`src/rtl/rau_pkg.sv`:
```
// Shared types and constants for the rational arithmetic unit.
`timescale 1ns / 1ps
package rau_pkg;
	typedef enum logic [1:0] {
		OP_ADD = 2'd0,
		OP_SUB = 2'd1,
		OP_MUL = 2'd2,
		OP_DIV = 2'd3
	} op_t;

	localparam int RES_NUM_W = 32;
	localparam int RES_DEN_W = 31;
endpackage

```
`src/rtl/rau_front.sv`:
```
// Front end: accept an item, form raw cross products, classify zero results.
`timescale 1ns / 1ps
module rau_front #(
	parameter int OW = 16,
	parameter int RW = 2 * OW + 1
) (
	input  logic                clk,
	input  logic                arst_n,
	input  logic                in_valid,
	output logic                in_ready,
	input  logic [1:0]          operation,
	input  logic signed [OW-1:0] p_numerator,
	input  logic [OW-2:0]       p_denominator,
	input  logic signed [OW-1:0] q_numerator,
	input  logic [OW-2:0]       q_denominator,
	output logic                out_valid,
	input  logic                out_ready,
	output logic                out_neg,
	output logic                out_zero,
	output logic [RW-1:0]       out_an,
	output logic [RW-1:0]       out_ad
);
	// stage 1: products
	logic                 v_s1;
	logic [1:0]           op_s1;
	logic signed [2*OW:0] pq_s1, dp_s1, dd_s1, nn_s1, dn_s1;
	// stage 2: raw fraction
	logic                 v_s2;
	logic signed [RW:0]   n_s2, d_s2;
	logic                 adv2, adv1;
	logic signed [OW-1:0] pn, qn;
	logic signed [OW:0]   pd, qd;
	logic signed [RW:0]   n_c, d_c;

	assign adv2 = !v_s2 || out_ready;
	assign adv1 = !v_s1 || adv2;
	assign in_ready = adv1;

	always_comb begin
		pn = (p_denominator == '0) ? '0 : p_numerator;
		qn = (q_denominator == '0) ? '0 : q_numerator;
		pd = (p_denominator == '0) ? (OW+1)'(1) : {2'b00, p_denominator};
		qd = (q_denominator == '0) ? (OW+1)'(1) : {2'b00, q_denominator};
	end

	always_ff @(posedge clk or negedge arst_n) begin
		if (!arst_n) begin
			v_s1 <= 1'b0;
			v_s2 <= 1'b0;
		end else begin
			if (adv1) v_s1 <= in_valid;
			if (adv2) v_s2 <= v_s1;
		end
	end

	always_ff @(posedge clk) begin
		if (adv1 && in_valid) begin
			op_s1 <= operation;
			pq_s1 <= (2*OW+1)'(pn * qd);
			dp_s1 <= (2*OW+1)'(pd * qn);
			dd_s1 <= (2*OW+1)'(pd * qd);
			nn_s1 <= (2*OW+1)'(pn * qn);
			dn_s1 <= (2*OW+1)'(pd * qn);
		end
		if (adv2 && v_s1) begin
			n_s2 <= n_c;
			d_s2 <= d_c;
		end
	end

	always_comb begin
		case (rau_pkg::op_t'(op_s1))
			rau_pkg::OP_ADD: begin
				n_c = (RW+1)'(pq_s1) + (RW+1)'(dp_s1);
				d_c = (RW+1)'(dd_s1);
			end
			rau_pkg::OP_SUB: begin
				n_c = (RW+1)'(pq_s1) - (RW+1)'(dp_s1);
				d_c = (RW+1)'(dd_s1);
			end
			rau_pkg::OP_MUL: begin
				n_c = (RW+1)'(nn_s1);
				d_c = (RW+1)'(dd_s1);
			end
			default: begin
				n_c = (RW+1)'(pq_s1);
				d_c = (RW+1)'(dn_s1);
			end
		endcase
	end

	assign out_valid = v_s2;
	assign out_zero  = (n_s2 == '0) || (d_s2 == '0);
	assign out_neg   = n_s2[RW] ^ d_s2[RW];
	assign out_an    = n_s2[RW] ? RW'(-n_s2) : RW'(n_s2);
	assign out_ad    = d_s2[RW] ? RW'(-d_s2) : RW'(d_s2);
endmodule

```
`src/rtl/rau_queue.sv`:
```
// Short queue between front and back ends.
`timescale 1ns / 1ps
module rau_queue #(
	parameter int W = 8,
	parameter int DEPTH = 2
) (
	input  logic         clk,
	input  logic         arst_n,
	input  logic         wr_valid,
	output logic         wr_ready,
	input  logic [W-1:0] wr_data,
	output logic         rd_valid,
	input  logic         rd_ready,
	output logic [W-1:0] rd_data
);
	localparam int AW = (DEPTH > 1) ? $clog2(DEPTH) : 1;
	logic [W-1:0]  mem_q [DEPTH];
	logic [AW-1:0] wp_q, rp_q;
	logic [AW:0]   cnt_q;
	logic          wr, rd;

	assign wr_ready = cnt_q != (AW+1)'(DEPTH);
	assign rd_valid = cnt_q != '0;
	assign wr = wr_valid && wr_ready;
	assign rd = rd_valid && rd_ready;
	assign rd_data = mem_q[rp_q];

	always_ff @(posedge clk) begin
		if (wr) mem_q[wp_q] <= wr_data;
	end

	always_ff @(posedge clk or negedge arst_n) begin
		if (!arst_n) begin
			wp_q <= '0;
			rp_q <= '0;
			cnt_q <= '0;
		end else begin
			if (wr) wp_q <= (wp_q == AW'(DEPTH-1)) ? '0 : wp_q + 1'b1;
			if (rd) rp_q <= (rp_q == AW'(DEPTH-1)) ? '0 : rp_q + 1'b1;
			cnt_q <= cnt_q + (AW+1)'(wr) - (AW+1)'(rd);
		end
	end

	assert property (@(posedge clk) disable iff (!arst_n)
		cnt_q <= (AW+1)'(DEPTH)) else $error("queue count overflow");
	assert property (@(posedge clk) disable iff (!arst_n)
		wr && !rd |=> cnt_q == $past(cnt_q) + 1'b1) else $error("queue count slip");
	assert property (@(posedge clk) disable iff (!arst_n)
		cnt_q == '0 |-> wp_q == rp_q) else $error("queue pointers apart when empty");
endmodule

```
`src/rtl/rau_back.sv`:
```
// Back end: Euclidean gcd and two divisions by the gcd, one bit per cycle.
`timescale 1ns / 1ps
module rau_back #(
	parameter int RW = 33
) (
	input  logic                           clk,
	input  logic                           arst_n,
	input  logic                           in_valid,
	output logic                           in_ready,
	input  logic                           in_neg,
	input  logic                           in_zero,
	input  logic [RW-1:0]                  in_an,
	input  logic [RW-1:0]                  in_ad,
	output logic                           empty,
	input  logic                           pop,
	output logic signed [rau_pkg::RES_NUM_W-1:0] result_numerator,
	output logic [rau_pkg::RES_DEN_W-1:0]  result_denominator
);
	localparam int CW = $clog2(RW + 1);
	localparam int NW = rau_pkg::RES_NUM_W;

	typedef enum logic [5:0] {
		S_IDLE = 6'b000001,
		S_MOD  = 6'b000010,
		S_SWAP = 6'b000100,
		S_DIVN = 6'b001000,
		S_DIVD = 6'b010000,
		S_DONE = 6'b100000
	} state_t;

	state_t        st_q;
	logic          neg_q, full_q;
	logic [RW-1:0] an_q, ad_q, a_q, b_q, rem_q, quo_q, qn_q;
	logic [CW-1:0] cnt_q;
	logic [RW:0]   trial;
	logic [RW-1:0] src;
	logic [NW-1:0] out_num;

	assign in_ready = st_q == S_IDLE;
	assign empty = !full_q;
	// restoring step: divisor is b_q in all phases
	assign src = (st_q == S_MOD) ? a_q : ((st_q == S_DIVN) ? an_q : ad_q);
	assign trial = {rem_q, src[RW-1 - cnt_q]} - {1'b0, b_q};
	// resize the magnitude to the output width (truncating at the default RW) before applying the sign
	assign out_num = neg_q ? -(NW'(qn_q)) : NW'(qn_q);

	always_ff @(posedge clk or negedge arst_n) begin
		if (!arst_n) begin
			st_q <= S_IDLE;
			full_q <= 1'b0;
		end else begin
			if (st_q == S_DONE && (!full_q || pop)) full_q <= 1'b1;
			else if (pop && full_q) full_q <= 1'b0;
			case (st_q)
				S_IDLE: if (in_valid) begin
					neg_q <= in_neg;
					an_q <= in_an;
					ad_q <= in_ad;
					a_q <= in_an;
					b_q <= in_ad;
					rem_q <= '0;
					cnt_q <= '0;
					if (in_zero) begin
						qn_q <= '0;
						quo_q <= RW'(1);
						st_q <= S_DONE;
					end else st_q <= S_MOD;
				end
				S_MOD, S_DIVN, S_DIVD: begin
					if (!trial[RW]) rem_q <= trial[RW-1:0];
					else rem_q <= {rem_q[RW-2:0], src[RW-1 - cnt_q]};
					quo_q <= {quo_q[RW-2:0], !trial[RW]};
					if (cnt_q == CW'(RW-1)) begin
						cnt_q <= '0;
						case (st_q)
							S_MOD: st_q <= S_SWAP;
							S_DIVN: st_q <= S_DIVD;
							default: st_q <= S_DONE;
						endcase
						if (st_q == S_DIVN) qn_q <= {quo_q[RW-2:0], !trial[RW]};
					end else cnt_q <= cnt_q + 1'b1;
				end
				S_SWAP: begin
					// rem_q holds a mod b
					if (rem_q == '0) begin
						st_q <= S_DIVN;
					end else begin
						a_q <= b_q;
						b_q <= rem_q;
						st_q <= S_MOD;
					end
					rem_q <= '0;
				end
				S_DONE: if (!full_q || pop) begin
					result_numerator <= out_num;
					result_denominator <= rau_pkg::RES_DEN_W'(quo_q);
					st_q <= S_IDLE;
				end
				default: st_q <= S_IDLE;
			endcase
		end
	end

	assert property (@(posedge clk) disable iff (!arst_n)
		$onehot(st_q)) else $error("state not one-hot");
	assert property (@(posedge clk) disable iff (!arst_n)
		st_q == S_SWAP && rem_q != '0 |=> st_q == S_MOD && a_q == $past(b_q))
		else $error("gcd swap slip");
	assert property (@(posedge clk) disable iff (!arst_n)
		st_q == S_MOD |-> b_q != '0) else $error("zero divisor");
endmodule

```
`src/rtl/rational_arith_unit.sv`:
```
// Top level of the rational arithmetic unit.
// Path: front-end product and raw-fraction stages, the queue, then the back
//   end; a nonzero result also takes the gcd steps and two divisions there,
//   RW = 2*OPERAND_WIDTH+1 (33 at default).
// Throughput: one item per back-end pass; the bit-serial divider sets it.
// Reset: arst_n clears pipeline valids, queue pointers and the back-end state.
`timescale 1ns / 1ps
module rational_arith_unit #(
	parameter int OPERAND_WIDTH = 16
) (
	input  logic                           clk,
	input  logic                           arst_n,
	input  logic                           push,
	output logic                           full,
	input  logic [1:0]                     operation,
	input  logic signed [OPERAND_WIDTH-1:0] p_numerator,
	input  logic [OPERAND_WIDTH-2:0]       p_denominator,
	input  logic signed [OPERAND_WIDTH-1:0] q_numerator,
	input  logic [OPERAND_WIDTH-2:0]       q_denominator,
	output logic                           empty,
	input  logic                           pop,
	output logic signed [31:0]             result_numerator,
	output logic [30:0]                    result_denominator
);
	localparam int RW = 2 * OPERAND_WIDTH + 1;
	localparam int QW = 2 * RW + 2;

	logic          f_valid, f_ready, f_neg, f_zero, b_valid, b_ready, in_ready;
	logic [RW-1:0] f_an, f_ad;
	logic [QW-1:0] q_data;

	assign full = !in_ready;

	rau_front #(.OW(OPERAND_WIDTH), .RW(RW)) u_front (
		.clk, .arst_n, .in_valid(push), .in_ready,
		.operation, .p_numerator, .p_denominator, .q_numerator, .q_denominator,
		.out_valid(f_valid), .out_ready(f_ready), .out_neg(f_neg),
		.out_zero(f_zero), .out_an(f_an), .out_ad(f_ad)
	);

	rau_queue #(.W(QW), .DEPTH(2)) u_queue (
		.clk, .arst_n, .wr_valid(f_valid), .wr_ready(f_ready),
		.wr_data({f_neg, f_zero, f_an, f_ad}),
		.rd_valid(b_valid), .rd_ready(b_ready), .rd_data(q_data)
	);

	rau_back #(.RW(RW)) u_back (
		.clk, .arst_n, .in_valid(b_valid), .in_ready(b_ready),
		.in_neg(q_data[QW-1]), .in_zero(q_data[QW-2]),
		.in_an(q_data[2*RW-1:RW]), .in_ad(q_data[RW-1:0]),
		.empty, .pop, .result_numerator, .result_denominator
	);
endmodule
```
`config.mk`:
```
export PLATFORM = sky130hd
export DESIGN_NAME = rational_arith_unit
export DESIGN_NICKNAME = d
export VERILOG_FILES = /design/src/rtl/rau_pkg.sv /design/src/rtl/rau_front.sv /design/src/rtl/rau_queue.sv /design/src/rtl/rau_back.sv /design/src/rtl/rational_arith_unit.sv
export SDC_FILE = /design/constraint.sdc
export NUM_CORES = 2
export LEC_CHECK = 0
export ABC_CLOCK_PERIOD_IN_PS = 7600
export BUFFER_PORTS_ARGS = -buffer_cell sky130_fd_sc_hd__clkbuf_2
export CAP_MARGIN = 40
export CORE_ASPECT_RATIO = 1.25
export CORE_UTILIZATION = 50
export CTS_BUF_LIST = sky130_fd_sc_hd__clkbuf_4 sky130_fd_sc_hd__clkbuf_8
export DETAILED_ROUTE_END_ITERATION = 10
export PLACE_DENSITY = 0.77
export SLEW_MARGIN = 0
export SYNTH_ARGS = -nofsm -noshare
export SYNTH_HDL_FRONTEND = slang
export SYNTH_SLANG_ARGS = --single-unit
```
`constraint.sdc`:
```
create_clock -name clk -period 7.6 [get_ports clk]
set_clock_uncertainty 0.05 [all_clocks]
set_input_delay 1.52 -clock clk [delete_from_list [all_inputs] [get_ports clk]]
set_output_delay 1.52 -clock clk [all_outputs]
set_load 0.005 [all_outputs]
```
==> flow_summary.json <==
{
  "status": "complete, but fails checks",
  "violations": "negative setup slack",
  "cts_root_buffer": "clkbuf_8",
  "worst_setup_path_end_kind": "register",
  "worst-r2r-setup-slack_ns": 1.39,
  "track_usage_pct": 28.0,
  "yosys_most_used_dff": "edfxtp_1",
  "start_kind": "input port",
  "final_antenna_net_count": 0,
  "avgViaCountPerCell": 5.53,
  "grt_pass1_vias": 50002,
  "die_h_um": 406,
  "io_buffers": 132,
  "cts_tree": "done",
  "wl_per_cell_um": 21.6,
  "netlist_top_cells_area": "edfxtp_1, fa_1, ha_1",
  "antenna_found_initial": 4,
  "drv_cap": 0,
  "placementRows": 147,
  "synthArstFlopShare_pct": 2.02,
  "clk-insertion-delay-late_ns": 0.80,
  "crit_type": "input port to register",
  "die_w_um": 325,
  "cp_max_fo": 6,
  "core_mm2": 0.129,
  "grt_remaining_overflow": 0,
  "syn_area_mm2": 0.0653,
  "timing.rr.start": "u_back.st_q[1]",
  "synth_nets": 7570,
  "r2r_end": "u_back.rem_q[2]",
  "die-area_mm2": 0.132,
  "start_util_pct": 50.6,
  "ys_ff_latch": 645,
  "relSlewSlack_pct": 39.4,
  "dp_slack_ns": -1.08,
  "drt_iter0_drc": 3541,
  "synth_top_cell_by_area": "edfxtp_1",
  "synth_commonest_cells": "inv_1, fa_1, edfxtp_1",
  "gp_congestion": 0.987,
  "cts_made_buffers": 95,
  "fin_nets": 8089,
  "hpwl_um": 144000,
  "slew_viol_final": 0,
  "htreeDepth": 3,
  "hold_path_depth": 0,
  "io_pins": 133,
  "clock-sinks": 645,
  "synth_seq_area_share_pct": 29.5,
  "grt_max_degree": 72,
  "largest_register_ffs": 136,
  "avgSynthCellArea_um2": 10.6,
  "min_from": "u_back.quo_q[30]",
  "top_regs": "u_queue.mem_q (136), u_front.n_s2 (34)",
  "yosysMostFrequentCell": "inv_1",
  "synth_cell_types": 85,
  "num_vias": 46899,
  "syn_inst": 6170,
  "yosysTopAreaCellShare_pct": 29.0,
  "synth_edf_count": 632,
  "hold_path.class": "register to register",
  "ys_warn_count": 0,
  "largest-register": "u_queue.mem_q",
  "fin_crit_sh_pct": 100,
  "drive_gt1_share_pct": 19.2,
  "finalHoldViolCount": 0,
  "clockBufferDepth": 3,
  "post-route-min-period_ns": 7.63,
  "setup_viol": 1,
  "clk_pin_slew_worst_paths_ns": 0.06,
  "holdBufCountCts": 0,
  "drtPass1Iterations": 8,
  "reg2reg_depth": 21,
  "max_slew.worst_pin.slew_ns": 0.909,
  "drt_wl_total_um": 183000,
  "hold_end": "u_back.result_denominator[30]",
  "drc": 0,
  "worstPathArrival_ns": 8.08,
  "worst_slack_ns": -0.0277,
  "grt_pass1_wl_um": 282000,
  "critPathLaunch": "p_denominator[0]",
  "rsz0062_at_grt": "true",
  "fmax_ghz": 0.131,
  "synthToLayoutAreaGrowth_pct": 14.9,
  "cp.required_ns": 8.05
}
-- kinds of logic after synthesis --
family | count (synthesis) | synth area share [%]
fa+ha+maj | 1332 | 35.4
compound gates | 594 | 5.79
flops | 645 | 29.5
simple gates | 1692 | 12.6
mux | 258 | 4.82
buf+inv | 1339 | 7.72
xor+xnor | 310 | 4.16
-- worst max-delay path by stage --
stage                                   end  slack (ns)
after floorplan           u_front.nn_s1[30]       -0.76
after global placement    u_front.dp_s1[27]       -0.96
after detailed placement  u_front.dp_s1[27]       -1.08
after CTS                 u_front.dp_s1[27]      -0.002
after global routing      u_front.nn_s1[30]       -0.18
final                     u_front.nn_s1[30]       -0.03
-- timing repair --
item / in CTS / in global routing
gates resized for setup: 54 / 232
buffers inserted: 7 / 24
endpoints found under the setup margin: 13 / 29
gates cloned: 3 / 8
pin swaps: 31 / 129
-- cell usage in the layout (no fill, tap or decap), types with 24 or more instances in the layout --
master,instances
a21o_1,71
a21oi_1,168
and2_1,173
and3_1,233
buf_4,495
buf_6,24
clkbuf_2,127
clkbuf_4,24
clkbuf_8,95
edfxtp_1,632
fa_1,824
fa_2,34
ha_1,456
inv_1,1051
mux2_2,171
mux2i_1,59
mux4_2,28
nand2_1,568
nand2_2,31
nand2b_1,39
nand3_1,39
nor2_1,335
nor3_1,39
o21ai_0,117
o21bai_1,25
o31ai_1,32
or3_1,28
xnor2_1,231
xor2_1,75
-- layer usage --
layer | GRT usage, % | routed length [µm] | vias to the layer above
met3 | 3.41 | 10400 | 560
li1 | - | - | 21160
met4 | 17.8 | 13800 | 4
met2 | 49.9 | 91600 | 1861
met5 | 0 | 32 | -
met1 | 31.8 | 66900 | 23314
-- stage by stage --
| step | TNS [ns] | area, µm² | util (%) | hold slack, ns | instances |
|---|---|---|---|---|---|
| after global routing | -0.954 | 75100 | 58.2 | 0.412 | 8475 |
| after CTS | -0.00165 | 73900 | 57.2 | 0.403 | 8443 |
| after detailed placement | -33.83 | 71600 | 55.4 | 0.380 | 8265 |
| after floorplan | -3.89 | 65700 | - | 0.367 | 6170 |
| after global placement | -28.23 | 71400 | 55.3 | 0.381 | 8258 |
| final | -0.0277 | 75100 | 58.2 | 0.396 | 8477 |
-- layout make-up --
cell class / count / area (µm²)
multi-input cells: 4186 / 42100
clock inverters: 49 / 489
fillers: 10636 / 54000
clock buffers: 119 / 1490
diodes: 4 / 10.0
inverters: 1072 / 4020
repair buffers: 689 / 5560
well taps: 1713 / 2140
flip-flops and latches: 645 / 19300
-- worst max-delay path: stages --
cell      delay, ns
clkbuf_2       0.10
nor4_2         0.28
nand4_1        0.14
buf_6          0.20
buf_12         0.17
and2_4         0.19
nand2_4        0.07
inv_2          0.04
buf_4          0.13
fa_2           0.63
buf_6          0.12
fa_2           0.47
buf_6          0.18
fa_1           0.49
fa_1           0.60
fa_1           0.44
fa_1           0.47
ha_1           0.33
a21oi_2        0.14
o21bai_1       0.10
or4_4          0.50
a311o_1        0.27
a31o_2         0.24
a21oi_2        0.14
xnor2_1        0.08
Power is left out: the tool's default activity adds up to more than one toggle a clock period on the data nets, which glitch-free logic cannot reach.
